<file path="config.mk">
export PLATFORM = sky130hd
export DESIGN_NAME = url_percent_decoder_top
export DESIGN_NICKNAME = d
export VERILOG_FILES = /design/src/hdl/upd_pkg.sv /design/src/hdl/url_percent_decoder_top.sv /design/src/hdl/upd_ctrl.sv /design/src/hdl/upd_datapath.sv
export SDC_FILE = /design/constraint.sdc
export NUM_CORES = 1
export LEC_CHECK = 0
export BUFFER_PORTS_ARGS = -buffer_cell sky130_fd_sc_hd__buf_2
export CORE_MARGIN = 2
export CORE_UTILIZATION = 45
export CTS_BUF_LIST = sky130_fd_sc_hd__clkbuf_4 sky130_fd_sc_hd__clkbuf_8
export DETAILED_ROUTE_END_ITERATION = 6
export REMOVE_ABC_BUFFERS = 1
export SYNTH_ARGS = -nofsm -noshare
export SYNTH_HDL_FRONTEND = slang
export SYNTH_HIERARCHICAL = 1
export SYNTH_SLANG_ARGS = --single-unit
</file>
<file path="constraint.sdc">
create_clock -name clk_i -period 7.1 [get_ports clk_i]
set_input_delay 0.71 -clock clk_i [delete_from_list [all_inputs] [get_ports clk_i]]
set_output_delay 0.71 -clock clk_i [all_outputs]
set_load 0.02 [all_outputs]
</file>
<file path="src/hdl/upd_pkg.sv">
// Shared types, character codes and hex helpers for the URL percent decoder.
package upd_pkg;

  // Window holds up to five pending bytes plus the newly transferred one.
  localparam int unsigned WinDepth = 6;
  localparam int unsigned CntW     = 3;

  localparam logic [7:0] ChrPlus  = 8'h2B;
  localparam logic [7:0] ChrPct   = 8'h25;
  localparam logic [7:0] ChrLowU  = 8'h75;
  localparam logic [7:0] ChrUpU   = 8'h55;
  localparam logic [7:0] ChrCr    = 8'h0D;
  localparam logic [7:0] ChrLf    = 8'h0A;
  localparam logic [7:0] ChrSpace = 8'h20;

  // Bytes consumed by one scan step.
  localparam logic [CntW-1:0] UsedOne = 3'd1;
  localparam logic [CntW-1:0] UsedPct = 3'd3;
  localparam logic [CntW-1:0] UsedUni = 3'd6;

  typedef struct packed {
    logic load;    // transfer a new input byte into the window
    logic step;    // consume the head of the window
    logic finish;  // release the held result and end the item
  } upd_cmd_t;

  typedef struct packed {
    logic stop;      // head cannot be settled yet, or window is empty
    logic have;      // head step yields a result byte
    logic hold_vld;  // a result is waiting in the hold register
    logic out_free;  // output register can take a byte this cycle
  } upd_sts_t;

  function automatic logic is_hex(input logic [7:0] c);
    return (c >= 8'h30 && c <= 8'h39) || (c >= 8'h41 && c <= 8'h46) ||
           (c >= 8'h61 && c <= 8'h66);
  endfunction

  function automatic logic [3:0] hex_nib(input logic [7:0] c);
    return (c[6]) ? (c[3:0] + 4'd9) : c[3:0];
  endfunction

  function automatic logic [7:0] clean_byte(input logic [7:0] c);
    return (c == ChrCr || c == ChrLf) ? ChrSpace : c;
  endfunction

endpackage

</file>
<file path="src/hdl/url_percent_decoder_top.sv">
// Top level of the streaming URL percent decoder.
// Usage:
//   Input channel (in_valid_i/in_ready_o) transfers one encoded byte with
//   in_last_i marking the final byte of a packet. Output channel
//   (out_valid_o/out_ready_i) transfers decoded bytes; out_last_o marks the
//   final decoded byte of a packet (a packet whose end yields nothing has
//   no marked byte).
//   '+' decodes to space, %XX and %uWXYZ to a byte, CR/LF to space. Bytes
//   of an undecided escape wait in a six-entry window.
// Timing:
//   One byte at a time. After a transfer the scan steps through the window,
//   one step per cycle unless a stalled output register holds it, and a
//   closing step ends the item and lets the next byte in. The head decode
//   of the window sets each step.
//   The first result of an item goes to the hold register and moves to the
//   output register with the next result or the closing step.
// Reset: window count and the hold and output valid flags clear; no output valid.
// Stall: a stalled output register stops the scan whenever the held result
//   has to move into it (a second result, or the closing cycle); other
//   steps go on.
module url_percent_decoder_top (
  input  logic       clk_i,
  input  logic       rst_ni,
  input  logic       in_valid_i,
  output logic       in_ready_o,
  input  logic [7:0] in_byte_i,
  input  logic       in_last_i,
  output logic       out_valid_o,
  input  logic       out_ready_i,
  output logic [7:0] out_byte_o,
  output logic       out_last_o
);

  upd_pkg::upd_cmd_t cmd;
  upd_pkg::upd_sts_t sts;

  // Sequencer: idle/scan.
  upd_ctrl u_ctrl (
    .clk_i      (clk_i),
    .rst_ni     (rst_ni),
    .in_valid_i (in_valid_i),
    .in_ready_o (in_ready_o),
    .sts_i      (sts),
    .cmd_o      (cmd)
  );

  // Window, decoder and output stage.
  upd_datapath u_dp (
    .clk_i       (clk_i),
    .rst_ni      (rst_ni),
    .in_byte_i   (in_byte_i),
    .in_last_i   (in_last_i),
    .out_valid_o (out_valid_o),
    .out_ready_i (out_ready_i),
    .out_byte_o  (out_byte_o),
    .out_last_o  (out_last_o),
    .cmd_i       (cmd),
    .sts_o       (sts)
  );

  // Hold register is drained before a new byte is taken.
  a_idle_hold_empty: assert property (@(posedge clk_i) disable iff (!rst_ni)
    in_ready_o |-> !sts.hold_vld)
    else $error("hold register busy while accepting input");

  // A transfer starts a scan; no second byte right after.
  a_load_then_scan: assert property (@(posedge clk_i) disable iff (!rst_ni)
    cmd.load |=> !in_ready_o)
    else $error("input ready right after a transfer");

  // Commands are exclusive.
  a_cmd_exclusive: assert property (@(posedge clk_i) disable iff (!rst_ni)
    !(cmd.step && cmd.finish) && !(cmd.load && (cmd.step || cmd.finish)))
    else $error("conflicting datapath commands");

  // Finishing an item releases the held result.
  a_finish_drains: assert property (@(posedge clk_i) disable iff (!rst_ni)
    cmd.finish |=> !sts.hold_vld && in_ready_o)
    else $error("held result left after item end");

endmodule

</file>
<file path="src/hdl/upd_ctrl.sv">
// Control state machine of the URL percent decoder.
module upd_ctrl (
  input  logic              clk_i,
  input  logic              rst_ni,
  input  logic              in_valid_i,
  output logic              in_ready_o,
  input  upd_pkg::upd_sts_t sts_i,
  output upd_pkg::upd_cmd_t cmd_o
);

  typedef enum logic [1:0] {
    ST_IDLE = 2'b01,
    ST_SCAN = 2'b10
  } state_e;

  state_e state_q, state_d;

  always_comb begin
    state_d    = state_q;
    in_ready_o = 1'b0;
    cmd_o      = '0;
    unique case (state_q)
      ST_IDLE: begin
        in_ready_o = 1'b1;
        if (in_valid_i) begin
          cmd_o.load = 1'b1;
          state_d    = ST_SCAN;
        end
      end
      ST_SCAN: begin
        if (sts_i.stop) begin
          if (!sts_i.hold_vld || sts_i.out_free) begin
            cmd_o.finish = 1'b1;
            state_d      = ST_IDLE;
          end
        end else if (!(sts_i.have && sts_i.hold_vld) || sts_i.out_free) begin
          cmd_o.step = 1'b1;
        end
      end
      default: state_d = ST_IDLE;
    endcase
  end

  always_ff @(posedge clk_i or negedge rst_ni) begin
    if (!rst_ni) begin
      state_q <= ST_IDLE;
    end else begin
      state_q <= state_d;
    end
  end

endmodule

</file>
<file path="src/hdl/upd_datapath.sv">
// Window, head decode, hold and output registers of the URL percent decoder.
module upd_datapath (
  input  logic              clk_i,
  input  logic              rst_ni,
  input  logic [7:0]        in_byte_i,
  input  logic              in_last_i,
  output logic              out_valid_o,
  input  logic              out_ready_i,
  output logic [7:0]        out_byte_o,
  output logic              out_last_o,
  input  upd_pkg::upd_cmd_t cmd_i,
  output upd_pkg::upd_sts_t sts_o
);

  localparam int unsigned Depth = upd_pkg::WinDepth;
  localparam int unsigned CntW  = upd_pkg::CntW;

  logic [7:0]      win_q [Depth];
  logic [7:0]      win_d [Depth];
  logic [CntW-1:0] cnt_q, cnt_d;
  logic            last_q, last_d;
  logic [7:0]      hold_q, hold_d;
  logic            hold_vld_q, hold_vld_d;
  logic [7:0]      obyte_q, obyte_d;
  logic            olast_q, olast_d;
  logic            ovld_q, ovld_d;

  logic            dec_stop, dec_have;
  logic [7:0]      dec_val;
  logic [CntW-1:0] dec_used;
  logic            out_free;

  // Head decode: one step of the scan over the window.
  always_comb begin
    dec_stop = 1'b0;
    dec_have = 1'b0;
    dec_val  = upd_pkg::ChrPct;
    dec_used = upd_pkg::UsedOne;
    if (cnt_q == '0) begin
      dec_stop = 1'b1;
    end else if (win_q[0] == upd_pkg::ChrPlus) begin
      dec_have = 1'b1;
      dec_val  = upd_pkg::ChrSpace;
    end else if (win_q[0] != upd_pkg::ChrPct) begin
      dec_have = 1'b1;
      dec_val  = upd_pkg::clean_byte(win_q[0]);
    end else if (cnt_q < CntW'(2)) begin
      if (!last_q) dec_stop = 1'b1;
      else dec_have = 1'b1;
    end else if (win_q[1] == upd_pkg::ChrLowU || win_q[1] == upd_pkg::ChrUpU) begin
      if (cnt_q < CntW'(6)) begin
        if (!last_q) dec_stop = 1'b1;
      end else if (upd_pkg::is_hex(win_q[4]) && upd_pkg::is_hex(win_q[5])) begin
        dec_have = 1'b1;
        dec_val  = upd_pkg::clean_byte({upd_pkg::hex_nib(win_q[4]),
                                        upd_pkg::hex_nib(win_q[5])});
        dec_used = upd_pkg::UsedUni;
      end
    end else if (cnt_q < CntW'(3)) begin
      if (!last_q) dec_stop = 1'b1;
      else dec_have = 1'b1;
    end else if (upd_pkg::is_hex(win_q[1]) && upd_pkg::is_hex(win_q[2])) begin
      dec_have = 1'b1;
      dec_val  = upd_pkg::clean_byte({upd_pkg::hex_nib(win_q[1]),
                                      upd_pkg::hex_nib(win_q[2])});
      dec_used = upd_pkg::UsedPct;
    end
  end

  assign out_free = !ovld_q || out_ready_i;

  always_comb begin
    win_d      = win_q;
    cnt_d      = cnt_q;
    last_d     = last_q;
    hold_d     = hold_q;
    hold_vld_d = hold_vld_q;
    obyte_d    = obyte_q;
    olast_d    = olast_q;
    ovld_d     = ovld_q && !out_ready_i;

    if (cmd_i.load) begin
      for (int i = 0; i < Depth; i++) begin
        if (cnt_q == CntW'(i)) win_d[i] = in_byte_i;
      end
      cnt_d  = cnt_q + CntW'(1);
      last_d = in_last_i;
    end

    if (cmd_i.step) begin
      // Results trail by one so the final one can carry the last flag.
      if (dec_have) begin
        if (hold_vld_q) begin
          obyte_d = hold_q;
          olast_d = 1'b0;
          ovld_d  = 1'b1;
        end
        hold_d     = dec_val;
        hold_vld_d = 1'b1;
      end
      case (dec_used)
        upd_pkg::UsedPct: begin
          for (int i = 0; i < Depth - 3; i++) win_d[i] = win_q[i + 3];
        end
        upd_pkg::UsedUni: ;
        default: begin
          for (int i = 0; i < Depth - 1; i++) win_d[i] = win_q[i + 1];
        end
      endcase
      cnt_d = cnt_q - dec_used;
    end

    if (cmd_i.finish && hold_vld_q) begin
      obyte_d    = hold_q;
      olast_d    = last_q;
      ovld_d     = 1'b1;
      hold_vld_d = 1'b0;
    end
  end

  always_ff @(posedge clk_i or negedge rst_ni) begin
    if (!rst_ni) begin
      cnt_q      <= '0;
      hold_vld_q <= 1'b0;
      ovld_q     <= 1'b0;
    end else begin
      cnt_q      <= cnt_d;
      hold_vld_q <= hold_vld_d;
      ovld_q     <= ovld_d;
    end
  end

  always_ff @(posedge clk_i) begin
    win_q   <= win_d;
    last_q  <= last_d;
    hold_q  <= hold_d;
    obyte_q <= obyte_d;
    olast_q <= olast_d;
  end

  assign sts_o.stop     = dec_stop;
  assign sts_o.have     = dec_have;
  assign sts_o.hold_vld = hold_vld_q;
  assign sts_o.out_free = out_free;

  assign out_valid_o = ovld_q;
  assign out_byte_o  = obyte_q;
  assign out_last_o  = olast_q;

endmodule

</file>
==> key figures <==
Status
  – Outcome: finished, final reports clean

STA
  – Fmax achieved: 199 MHz
  – Relative slew slack: 21.9%
  – Hold_ws: approximately 0.18 ns
  – Worst-margin pin slew: around 1.2 ns
  – Fin crit period: 5.02 ns
  – Max Slew Vio Count: 0
  – Clock Skews: between 0.01 and 0.015 ns
  – Fin crit share: 70.7%
  – Final Setup Violations: 0
  – Final worst slack: 2.08 ns
  – Setup TNS Final: 0 ns
  – Hold Fails Final Rpt: 0
  – RSZ-0062 raised after global routing: no

Synthesis
  – Synthesized area: approximately 0.0049 sq mm
  – Seq/Total Area, Yosys: 35.8%
  – Cells after synthesis: 513
  – Post-synth ARST share: 9.59%
  – Flops & latches, synth: 73
  – Yosys cell types: 81
  – Post-synth EDFFs: 26
  – Warnings from Yosys: 6
  – Average size of a mapped cell: 9.57 sq um
  – Prevailing post-synth register cell: dfxtp_1

Power and ir drop
  – Peak supply drop: 230 uV
  – Leakage: 2.04 nW
  – Cell internal pwr: 1.27 mW
  – Comb pwr share: 44.3%
  – Clock power share: 15.5%
  – Sw Share: 43.7%
  – P_sw: 0.986 mW
  – Reg power frac: 40.2%
  – Pwr dens: 430 mW/mm^2

Floorplan
  – Initial Util: between 40% and 50%
  – IO Count: 24
  – Rows: 38
  – Die width: 108 microns
  – CORE AREA: around 0.011 sq mm
  – Die Ht: 108 microns
  – Die footprint: ~0.012 sq mm

Finish
  – Share of cells above drive strength 1: between 10% and 20%
  – Finished Layout Cells: between 600 and 700
  – Synth-to-Final Area Change: 7.06%
  – Sequential cell area: 0.00176 sq mm
  – Nets: 540
  – Ant diodes: 0
  – Multi-input gate area: 0.00287 sq mm
  – # fillers: slightly above 1000
  – Post-layout util: 48.9%

Critical path
  – CP endpoint kind: register
  – R2R cell count: 17
  – Crit Path Max Fanout: 60
  – R2R Path Start: u_dp/win_q[8]
  – R2r setup slk: 2.08 ns
  – WP data arrival: roughly 5.3 ns
  – Worst Path Required: 7.33 ns
  – Critical path type: reg2reg
  – CP Launch Type: register
  – Crit Reg-Reg Endpoint: u_dp/cnt_q[2]

Clock network
  – CTS tree: yes
  – Worst-path clk slew: 0.09 ns
  – CTS hold repair buffers: 0
  – CTS max path bufs: 2
  – Root Buffer: clkbuf_8
  – Resized cells post-CTS: 0
  – CTS H-tree lvls: 3
  – TritonCTS Buffers: 9
  – Clk Latency, worst-skew pair: 0.35 ns
  – TritonCTS Sinks: 73
  – Post-CTS Setup Repair Bufs: 0

Global routing
  – Global route total overflow: 0
  – Initial antenna violation count: 0
  – Largest net degree at the start of global routing: 61
  – Number of global-route vias before repair: 3925
  – First-pass GRT wire length: 21800 microns
  – Tot GR Track Use: approximately 25%

Routing
  – Initial detailed-routing violation count: 478
  – Final antenna-violating net count: 0
  – Drt total wl: around 14000 microns
  – Drt drc: 0
  – Initial DRT Pass Iterations: 5
  – WL/cell: 21.1 microns
  – Via count: 4098
  – Vias per inst: 6.24

Placed design
  – IO Port Bufs: 23
  – Dpl ws: around 2.2 ns
  – Placed Cells: 641
  – Post-detail-place hpwl: 10200 microns
  – Placer Congestion: 0.935

Flow run
  – Max_cap viols: 0

Hold path
  – Worst hold path type: in2async
power by group through the flow:
stage	combinational [mW]	sequential, mW	clock, mW
finish	0.999	0.908	0.350
global route	1.10	0.933	0.378
CTS	0.996	0.893	0.359
detailed placement	0.990	0.903	0
global placement	0.967	0.895	0
floorplan	0.767	0.809	0
logic make-up after synthesis:
group	share of synthesized area, %
compound gates	19.2
fa+ha+maj	3.98
simple gates	20.2
xor+xnor	2.50
buf+inv	6.25
mux	12.0
flops	35.8
layout make-up:
cell class | count | area share [%]
multi-input combinational | 376 | 54.7
sequential | 73 | 33.5
tap | 140 | 3.33
timing repair buffer | 27 | 2.76
clock buffer | 10 | 2.62
inverter | 25 | 1.79
clock inverter | 6 | 1.36
worst max-delay path: stages (launching register included):
cell and delay [ns]:
dfxtp_1 0.56, inv_1 0.14, ha_1 0.24, nor3b_1 0.15
o31ai_1 0.41, nand2_1 0.11, o211ai_1 0.22, and3_1 0.25
a311oi_4 0.11, buf_4 0.31, inv_1 0.37, or3_1 0.79
inv_1 0.15, fa_1 0.46, nand2b_1 0.16, o32ai_1 0.22
a31oi_1 0.08, xor2_1 0.15
registers in the layout, summed over array words and instances, names as in the netlist:
| name | cells |
|---|---|
| u_dp/hold_q | 8 |
| u_dp/out_byte_o | 8 |
| u_dp/win_q | 48 |
| u_dp/hold_vld_q | 1 |
| u_dp/cnt_q | 3 |
| u_ctrl/state_q | 2 |
| u_dp/out_valid_o | 1 |
| u_dp/out_last_o | 1 |
| u_dp/last_q | 1 |
per-layer routing:
layer	global-route usage, %	up-vias	wire length [microns]
met5	0	-	0
met4	12.0	0	583
met3	3.68	35	784
met2	38.6	159	6360
met1	33.5	1983	6140
li1	-	1921	-
synth_stat cells (9+ instances only):
cell	number	share of area [%]
inv_1	25	1.9
a21oi_1	37	3.8
o21ai_0	15	1.5
nand2_1	21	1.6
dfxtp_1	40	16
mux2_2	20	4.6
clkbuf_1	19	1.5
ha_1	14	3.6
a31oi_1	9	1.1
nand2b_1	12	1.5
and3_1	26	3.3
edfxtp_1	26	16
nor2_1	28	2.1
buf_2	10	1.0
a311o_1	17	3.5
mux2i_1	32	6.5
how the worst max path moves through the flow:
stage,from,to,slack (ns),cells after the start
2_1_floorplan,u_dp/win_q[43],u_dp/cnt_q[2],-0.53,14
3_3_place_gp,u_dp/win_q[32],u_dp/cnt_q[2],2.33,16
3_5_place_dp,u_dp/win_q[32],u_dp/cnt_q[2],2.17,16
4_1_cts,u_dp/win_q[32],u_dp/cnt_q[2],2.15,16
5_1_grt,u_dp/win_q[8],u_dp/cnt_q[2],1.64,17
6_report,u_dp/win_q[8],u_dp/cnt_q[2],2.08,17
cell usage in the layout, fill, tap and decap left out, types with 7 or more instances in the layout:
cell / Yosys / final
o21ai_0: 15 / 15
xnor2_1: 8 / 8
mux2_2: 20 / 20
nor2b_1: 7 / 7
inv_1: 25 / 25
mux2i_1: 32 / 32
nand2b_1: 12 / 12
edfxtp_1: 26 / 26
nor3_1: 7 / 7
clkbuf_8: 0 / 10
nand2_1: 21 / 21
a21oi_1: 37 / 37
dfxtp_1: 40 / 40
nor2_1: 28 / 28
a311o_1: 17 / 17
and3_1: 26 / 26
ha_1: 14 / 14
a31oi_1: 9 / 9
buf_2: 10 / 23
a211oi_1: 8 / 8
per-stage QoR:
step | power (mW) | instance area (sq um)
after global placement | 1.86 | 5050
after global routing | 2.42 | 5260
final | 2.26 | 5260
after detailed placement | 1.89 | 5050
after CTS | 2.25 | 5260
after floorplan | 1.58 | 4700
Power figures use the tool's default switching activity.
